## config.mk

```make
export PLATFORM = sky130hd
export DESIGN_NAME = stepper_half_step_sequencer_flat
export DESIGN_NICKNAME = d
export VERILOG_FILES = /design/src/rtl/shs_pkg.sv /design/src/rtl/shs_channels.sv /design/src/rtl/stepper_half_step_sequencer.sv /design/src/flat_wrapper.sv
export SDC_FILE = /design/constraint.sdc
export NUM_CORES = 1
export LEC_CHECK = 0
export BUFFER_PORTS_ARGS = -buffer_cell sky130_fd_sc_hd__buf_4
export CORE_ASPECT_RATIO = 0.6
export CORE_MARGIN = 1.5
export CORE_UTILIZATION = 45
export CTS_CLUSTER_DIAMETER = 60
export DETAILED_ROUTE_END_ITERATION = 7
export HOLD_SLACK_MARGIN = 0.15
export PLACE_DENSITY_LB_ADDON = 0.25
export SYNTH_ARGS = -nofsm -noshare
export SYNTH_HDL_FRONTEND = slang
export SYNTH_SLANG_ARGS = --single-unit
```

## constraint.sdc

```tcl
create_clock -name clk -period 5.2 [get_ports clk]
set_input_delay 0.78 -clock clk [delete_from_list [all_inputs] [get_ports clk]]
set_output_delay 0.78 -clock clk [all_outputs]
set_load 0.005 [all_outputs]
```

## src/rtl/shs_pkg.sv

```systemverilog
// Package for the stepper half-step sequencer: widths, command codes, step table.
package shs_pkg;

    localparam int COUNT_BITS_DEFAULT  = 16;
    localparam int PERIOD_BITS_DEFAULT = 24;

    localparam int KIND_W   = 2;
    localparam int STEPS_W  = 16;
    localparam int PHASE_W  = 4;
    localparam int CFG_W    = 24;
    localparam int INDEX_W  = 3;
    localparam int ROWS     = 8;

    localparam logic [CFG_W-1:0] PERIOD_RESET = CFG_W'(2000);

    typedef enum logic [KIND_W-1:0] {
        KIND_TICK  = 2'd0,
        KIND_MOVE  = 2'd1,
        KIND_STOP  = 2'd2,
        KIND_CLEAR = 2'd3
    } kind_t;

    typedef logic [PHASE_W-1:0] phase_t;

    localparam phase_t HALF_STEP_ROWS [ROWS] = '{
        4'b0001, 4'b0011, 4'b0010, 4'b0110,
        4'b0100, 4'b1100, 4'b1000, 4'b1001
    };

    typedef struct packed {
        phase_t phases;
        logic   busy_res;
        logic   stopped;
        logic   move_done;
    } result_t;

endpackage

```

## src/rtl/shs_channels.sv

```systemverilog
// Handshake channels of the stepper half-step sequencer: command, result, configuration.
interface shs_cmd_if;
    logic                                valid;
    logic                                ready;
    logic [shs_pkg::KIND_W-1:0]          kind;
    logic signed [shs_pkg::STEPS_W-1:0]  move_steps;
    logic                                latch_stop;

    modport source (output valid, kind, move_steps, latch_stop, input ready);
    modport sink   (input valid, kind, move_steps, latch_stop, output ready);
endinterface

interface shs_res_if;
    logic                           valid;
    logic                           ready;
    logic [shs_pkg::PHASE_W-1:0]    phases;
    logic                           busy_res;
    logic                           stopped;
    logic                           move_done;

    modport source (output valid, phases, busy_res, stopped, move_done, input ready);
    modport sink   (input valid, phases, busy_res, stopped, move_done, output ready);
endinterface

interface shs_cfg_if;
    logic                           valid;
    logic                           ready;
    logic [shs_pkg::CFG_W-1:0]      data;

    modport source (output valid, data, input ready);
    modport sink   (input valid, data, output ready);
endinterface

```

## src/rtl/stepper_half_step_sequencer.sv

```systemverilog
// Top level of the stepper half-step sequencer: command decode, move state and result register.
//
// Usage:
//   cmd carries one command per transfer: tick, move, stop or clear of the stop flag.
//   res returns exactly one result per command: coil phases, busy, stop flag and
//   a done marker on the command that ends or cancels a move.
//   cfg writes the step period (ticks waited after each step); write it while idle.
// Latency and throughput:
//   The state update and result for a command are computed in the transfer cycle
//   and held in the result register, visible on res the next cycle. One command
//   is taken every cycle while results are drained; the single result register sets that figure.
// Stall:
//   While res holds a result the receiver has not taken, cmd.ready is low; it is
//   high whenever the result register is empty or being drained in that cycle.
// Reset:
//   rst_n clears the move state, the stop flag and the coil drive, empties the
//   result register and loads the step period with 2000. cfg is always ready.
module stepper_half_step_sequencer #(
    parameter int COUNT_BITS  = shs_pkg::COUNT_BITS_DEFAULT,
    parameter int PERIOD_BITS = shs_pkg::PERIOD_BITS_DEFAULT
) (
    input  logic        clk,
    input  logic        rst_n,
    shs_cmd_if.sink     cmd,
    shs_res_if.source   res,
    shs_cfg_if.sink     cfg
);

    localparam int MAG_BITS  = shs_pkg::STEPS_W + 1;
    localparam int WIDE_BITS = (COUNT_BITS > MAG_BITS) ? COUNT_BITS : MAG_BITS;
    localparam logic [COUNT_BITS-1:0] COUNT_MAX = {COUNT_BITS{1'b1}};

    logic [PERIOD_BITS-1:0]          step_period_reg;
    logic [shs_pkg::INDEX_W-1:0]     index_reg, index_next;
    logic [COUNT_BITS-1:0]           steps_left_reg, steps_left_next;
    logic                            backward_reg, backward_next;
    logic [PERIOD_BITS-1:0]          wait_reg, wait_next;
    logic                            stop_flag_reg, stop_flag_next;
    shs_pkg::phase_t                 drive_reg, drive_next;
    logic                            running_reg, running_next;
    logic                            done;

    logic                            res_valid_reg;
    shs_pkg::result_t                result_reg;

    logic                            cmd_xfer;
    logic                            move_neg;
    logic [MAG_BITS-1:0]             mag;
    logic [WIDE_BITS-1:0]            mag_wide;
    logic [COUNT_BITS-1:0]           mag_count;
    logic [shs_pkg::INDEX_W-1:0]     step_index;
    shs_pkg::kind_t                  kind;

    assign cfg.ready = 1'b1;
    assign cmd.ready = !res_valid_reg || res.ready;
    assign cmd_xfer  = cmd.valid && cmd.ready;
    assign kind      = shs_pkg::kind_t'(cmd.kind);

    // Magnitude of the signed count, saturated to the counter range
    assign move_neg  = cmd.move_steps[shs_pkg::STEPS_W-1];
    assign mag       = move_neg ? (MAG_BITS'(1) << shs_pkg::STEPS_W)
                                  - {1'b0, cmd.move_steps}
                                : {1'b0, cmd.move_steps};
    assign mag_wide  = WIDE_BITS'(mag);
    assign mag_count = (mag_wide > WIDE_BITS'(COUNT_MAX)) ? COUNT_MAX
                                                          : COUNT_BITS'(mag_wide);

    // Next state per command kind; a step advances the index, then mirrors it for backward runs
    always_comb
    begin
        index_next      = index_reg;
        steps_left_next = steps_left_reg;
        backward_next   = backward_reg;
        wait_next       = wait_reg;
        stop_flag_next  = stop_flag_reg;
        drive_next      = drive_reg;
        running_next    = running_reg;
        done            = 1'b0;
        step_index      = index_reg + 1'b1;
        unique case (kind)
            shs_pkg::KIND_TICK:
            begin
                if (running_reg)
                begin
                    if (wait_reg != '0)
                    begin
                        wait_next = wait_reg - 1'b1;
                    end
                    else if (steps_left_reg != '0)
                    begin
                        index_next      = step_index;
                        drive_next      = backward_reg
                                          ? shs_pkg::HALF_STEP_ROWS[~step_index]
                                          : shs_pkg::HALF_STEP_ROWS[step_index];
                        steps_left_next = steps_left_reg - 1'b1;
                        wait_next       = step_period_reg;
                    end
                    else
                    begin
                        running_next = 1'b0;
                        done         = 1'b1;
                    end
                end
            end
            shs_pkg::KIND_MOVE:
            begin
                if (!running_reg && !stop_flag_reg && mag_count != '0)
                begin
                    backward_next   = move_neg;
                    steps_left_next = mag_count;
                    wait_next       = '0;
                    running_next    = 1'b1;
                end
            end
            shs_pkg::KIND_STOP:
            begin
                drive_next = '0;
                if (cmd.latch_stop)
                begin
                    stop_flag_next = 1'b1;
                    if (running_reg)
                    begin
                        running_next    = 1'b0;
                        steps_left_next = '0;
                        wait_next       = '0;
                        done            = 1'b1;
                    end
                end
            end
            shs_pkg::KIND_CLEAR:
            begin
                stop_flag_next = 1'b0;
            end
            default:
            begin
                done = 1'b0;
            end
        endcase
    end

    always_ff @(posedge clk or negedge rst_n)
    begin
        if (!rst_n)
        begin
            step_period_reg <= PERIOD_BITS'(shs_pkg::PERIOD_RESET);
        end
        else if (cfg.valid)
        begin
            step_period_reg <= PERIOD_BITS'(cfg.data);
        end
    end

    always_ff @(posedge clk or negedge rst_n)
    begin
        if (!rst_n)
        begin
            index_reg      <= '0;
            steps_left_reg <= '0;
            backward_reg   <= 1'b0;
            wait_reg       <= '0;
            stop_flag_reg  <= 1'b0;
            drive_reg      <= '0;
            running_reg    <= 1'b0;
        end
        else if (cmd_xfer)
        begin
            index_reg      <= index_next;
            steps_left_reg <= steps_left_next;
            backward_reg   <= backward_next;
            wait_reg       <= wait_next;
            stop_flag_reg  <= stop_flag_next;
            drive_reg      <= drive_next;
            running_reg    <= running_next;
        end
    end

    always_ff @(posedge clk or negedge rst_n)
    begin
        if (!rst_n)
        begin
            res_valid_reg <= 1'b0;
        end
        else if (cmd_xfer)
        begin
            res_valid_reg <= 1'b1;
        end
        else if (res.ready)
        begin
            res_valid_reg <= 1'b0;
        end
    end

    always_ff @(posedge clk)
    begin
        if (cmd_xfer)
        begin
            result_reg <= '{phases:    drive_next,
                            busy_res:  running_next,
                            stopped:   stop_flag_next,
                            move_done: done};
        end
    end

    assign res.valid     = res_valid_reg;
    assign res.phases    = result_reg.phases;
    assign res.busy_res  = result_reg.busy_res;
    assign res.stopped   = result_reg.stopped;
    assign res.move_done = result_reg.move_done;

`ifndef SYNTH
    a_no_run_while_stopped: assert property (@(posedge clk) disable iff (!rst_n)
        !(stop_flag_reg && running_reg))
        else $error("move running while stop flag set");

    a_idle_counters_clear: assert property (@(posedge clk) disable iff (!rst_n)
        !running_reg |-> (steps_left_reg == '0 && wait_reg == '0))
        else $error("counters not clear while idle");

    a_done_not_busy: assert property (@(posedge clk) disable iff (!rst_n)
        res_valid_reg && result_reg.move_done |-> !result_reg.busy_res)
        else $error("move done reported while busy");

    a_wait_counts_down: assert property (@(posedge clk) disable iff (!rst_n)
        cmd_xfer && kind == shs_pkg::KIND_TICK && running_reg && wait_reg != '0
        |=> wait_reg == $past(wait_reg) - 1'b1)
        else $error("wait count did not decrement on tick");
`endif

endmodule
```

## src/flat_wrapper.sv

```systemverilog
// flat-port wrapper written by rule: the top's interface ports become plain ports
module stepper_half_step_sequencer_flat 
#(
    parameter int COUNT_BITS  = shs_pkg::COUNT_BITS_DEFAULT,
    parameter int PERIOD_BITS = shs_pkg::PERIOD_BITS_DEFAULT
)
  (clk, rst_n, cmd_valid, cmd_kind, cmd_move_steps, cmd_latch_stop, cmd_ready, res_valid, res_phases, res_busy_res, res_stopped, res_move_done, res_ready, cfg_valid, cfg_data, cfg_ready);
  shs_cmd_if cmd_i ();
  shs_res_if res_i ();
  shs_cfg_if cfg_i ();
  input  logic clk;
  input  logic rst_n;
  input wire logic [$bits(cmd_i.valid)-1:0] cmd_valid;
  input wire logic [$bits(cmd_i.kind)-1:0] cmd_kind;
  input wire logic [$bits(cmd_i.move_steps)-1:0] cmd_move_steps;
  input wire logic [$bits(cmd_i.latch_stop)-1:0] cmd_latch_stop;
  output wire logic [$bits(cmd_i.ready)-1:0] cmd_ready;
  output wire logic [$bits(res_i.valid)-1:0] res_valid;
  output wire logic [$bits(res_i.phases)-1:0] res_phases;
  output wire logic [$bits(res_i.busy_res)-1:0] res_busy_res;
  output wire logic [$bits(res_i.stopped)-1:0] res_stopped;
  output wire logic [$bits(res_i.move_done)-1:0] res_move_done;
  input wire logic [$bits(res_i.ready)-1:0] res_ready;
  input wire logic [$bits(cfg_i.valid)-1:0] cfg_valid;
  input wire logic [$bits(cfg_i.data)-1:0] cfg_data;
  output wire logic [$bits(cfg_i.ready)-1:0] cfg_ready;
  assign cmd_i.valid = cmd_valid;
  assign cmd_i.kind = cmd_kind;
  assign cmd_i.move_steps = cmd_move_steps;
  assign cmd_i.latch_stop = cmd_latch_stop;
  assign cmd_ready = cmd_i.ready;
  assign res_valid = res_i.valid;
  assign res_phases = res_i.phases;
  assign res_busy_res = res_i.busy_res;
  assign res_stopped = res_i.stopped;
  assign res_move_done = res_i.move_done;
  assign res_i.ready = res_ready;
  assign cfg_i.valid = cfg_valid;
  assign cfg_i.data = cfg_data;
  assign cfg_ready = cfg_i.ready;
  stepper_half_step_sequencer #(.COUNT_BITS(COUNT_BITS), .PERIOD_BITS(PERIOD_BITS)) u_core (.clk(clk), .rst_n(rst_n), .cmd(cmd_i), .res(res_i), .cfg(cfg_i));
endmodule
```

==> results.sh <==
export IMPL_seq_power_share_pct=35.9
export IMPL_synth_seq_area_share_pct=39.6
export IMPL_synth_area_mm2=0.00530
export IMPL_yosysMostFrequentCell="dfrtp_1"
export IMPL_startpoint_type="input pin"
export IMPL_rsz0062_at_grt="no"
export IMPL_async_flop_share_pct=91.5
export IMPL_setup_ws_ps=1280
export IMPL_p_int_mw=1.71
export IMPL_p_total_mw=2.76
export IMPL_grt_max_degree=76
export IMPL_cts_buffers_inserted=9
export IMPL_finalSetupTns_ps=0
export IMPL_synthTopCellsByArea="dfrtp_1 33%, o21ai_0 6.4%, mux2_2 5.5%"
export IMPL_p_switching_mw=1.05
export IMPL_cts_tree="done"
export IMPL_htreeDepth=3
export IMPL_coreArea_mm2=0.0114
export IMPL_drt_iter0_markers=455
export IMPL_synth_edf_count=7
export IMPL_hold_path_class="flip-flop to flip-flop"
export IMPL_clk_pin_slew_ps=60
export IMPL_final_nets=690
export IMPL_combPwrFrac_pct=37.4
export IMPL_crit_type="input pin to flip-flop"
export IMPL_status="finished clean"
export IMPL_synthTopCellsByCount="69 x dfrtp_1, 68 x o21ai_0, 65 x nor2_1"
export IMPL_ys_types=71
export IMPL_cts_setup_buffers=0
export IMPL_n_fill_cell=1044
export IMPL_vias_per_cell=5.97
export IMPL_crit_required_ps=5420
export IMPL_irDropWorstVdd_uv=212
export IMPL_diodes=0
export IMPL_crit_path_end_kind="flip-flop"
export IMPL_dp_hpwl_mm=9.50
export IMPL_synthFlopType="dfrtp_1"
export IMPL_antenna_found_initial=0
export IMPL_clock_latency_ps=330
export IMPL_power_density_mw_per_mm2=453
export IMPL_syn_avg_cell_area_um2=8.94
export IMPL_wl_per_cell_um=16.8
export IMPL_drive_above_1_share_pct=20.5
export IMPL_finalMaxSlewViolations=0
export IMPL_dp_slack_ps=1000
export IMPL_dieHeight_um=87.0
export IMPL_cts_max_path_buffers=2
export IMPL_grt_pass1_wl_mm=22.4
export IMPL_die_area_mm2=0.0124
export IMPL_syn_to_final_growth_pct=15.3
export IMPL_synth_largest_area_cell="dfrtp_1"
export IMPL_multi_input_area_mm2=0.00293
export IMPL_worst_pin_slew_ps=969
export IMPL_finalClockSkew_ps=6.60
export IMPL_first_pass_iters=5
export IMPL_ctsHoldBuffers=0
export IMPL_num_vias=4735
export IMPL_synth_top_cell_area_share_pct=32.6
export IMPL_antenna_left=0
export IMPL_initial_utilization_pct=46.6
export IMPL_syn_nets=654
export IMPL_ys_warn_count=0
export IMPL_die_w_um=143
export IMPL_gp_congestion=0.877
export IMPL_fin_crit_sh_pct=75.3
export IMPL_p_leak_nw=2.51
export IMPL_crit_fanout=23
export IMPL_grt_overflow=0
export IMPL_syn_inst=592
export IMPL_period_needed_ps=3920
export IMPL_cts_root_buf="clkbuf_16"
export IMPL_drc=0
export IMPL_timing_hold_violations_final=0
export IMPL_cts_sinks=82
export IMPL_grt_use_total_pct=22.9
export IMPL_seq_area_mm2=0.00209
export IMPL_slew_headroom_pct=35.4
export IMPL_power_frac_clock_pct=26.7
export IMPL_ios=58
export IMPL_portBuffers=56
export IMPL_row_count=30
export IMPL_drt_wl_total_mm=13.3
export IMPL_switching_share_pct=38.0
export IMPL_maxCapViolCount=0
export IMPL_arrival_ps=4130
export IMPL_fmax_ghz=0.255
export IMPL_grt_pass1_vias=4484
export IMPL_setup_viol=0
export IMPL_cts_resized=0
export IMPL_ys_ff_latch=82
[cells in the final DEF (no fill, tap or decap), types with 11 or more instances in the layout]
master and n:
a21oi_1 30, nor2_1 65, dfrtp_1 69, o21ai_0 68, buf_4 59, o21ai_2 11
ha_1 14, nand2_1 45, nor4_1 12, nor3_1 21, mux2_2 26, inv_1 23
or3_1 14, nand4_1 11
[path summary, 6_finish.rpt]
kind                                                 start                          to  slack [ps]  depth (start not counted)
max in group asynchronous                            rst_n            u_core.res.valid        3970                          1
worst min register to register  u_core.step_period_reg[11]  u_core.step_period_reg[11]         510                          1
worst max-delay path                     cmd_move_steps[0]   u_core.steps_left_reg[10]        1280                         11
min in group asynchronous                            rst_n  u_core.step_period_reg[11]         600                          1
worst min-delay path            u_core.step_period_reg[11]  u_core.step_period_reg[11]         510                          1
worst max register to register    u_core.steps_left_reg[0]   u_core.steps_left_reg[10]        1470                         10
[logic make-up (layout without fill, tap and decap cells)]
group / Yosys count / after routing / synth area share, %
AOI/OAI and AO/OA: 172 / 172 / 21.3
xor gates and xnor gates: 15 / 15 / 2.62
adders and majority gates: 14 / 14 / 3.31
buffers and inverters: 58 / 99 / 5.20
DFF: 82 / 82 / 39.6
muxes: 31 / 31 / 6.47
other: 1 / 1 / 0.0708
and+or+nand+nor: 219 / 219 / 21.4
[routing by layer]
layer / part of all wire, % / wire length [um] / vias to the layer above / global-route usage (%)
met5: 0 / 0 / - / 0
met4: 1.0 / 140 / 0 / 5.15
met3: 6.0 / 799 / 15 / 5.00
met2: 43 / 5780 / 169 / 34.5
met1: 50 / 6630 / 2293 / 33.5
li1: - / - / 2258 / -
[worst max-delay path, stage by stage]
cell and delay [ps]:
buf_4 140, inv_1 60, ha_1 240, or4b_4 540, o41ai_1 390, xnor2_1 170, a211oi_2 280, nand4_4 250
o21ai_2 770, o21ai_0 180, a221o_1 320
[stage by stage]
step	std cells	utilization (%)	instance area [um2]	hold slack, ps
floorplan	592	-	5300	462
global placement	777	50.6	5760	490
detailed placement	777	50.6	5760	499
CTS	793	53.7	6100	512
global route	793	53.7	6100	535
finish	793	53.7	6100	507
[cell type report]
| class | instances | share of cell area (%) |
|---|---|---|
| Clock buffer | 11 | 3.98 |
| Clock inverter | 5 | 1.68 |
| Inverter | 24 | 1.48 |
| Multi-Input combinational cell | 452 | 48.0 |
| Sequential cell | 82 | 34.3 |
| Tap cell | 160 | 3.28 |
| Timing Repair Buffer | 59 | 7.26 |
[power by group through the flow]
| stage | Clock, mW | Combinational [mW] | Sequential, mW |
|---|---|---|---|
| final | 0.737 | 1.03 | 0.991 |
| after global routing | 0.782 | 1.18 | 1.02 |
| after global placement | 0 | 0.994 | 0.983 |
| after floorplan | 0 | 0.789 | 0.940 |
| after CTS | 0.748 | 1.03 | 0.985 |
| after detailed placement | 0 | 1.03 | 0.992 |
Note: power is estimated with default switching activity, not from simulation.
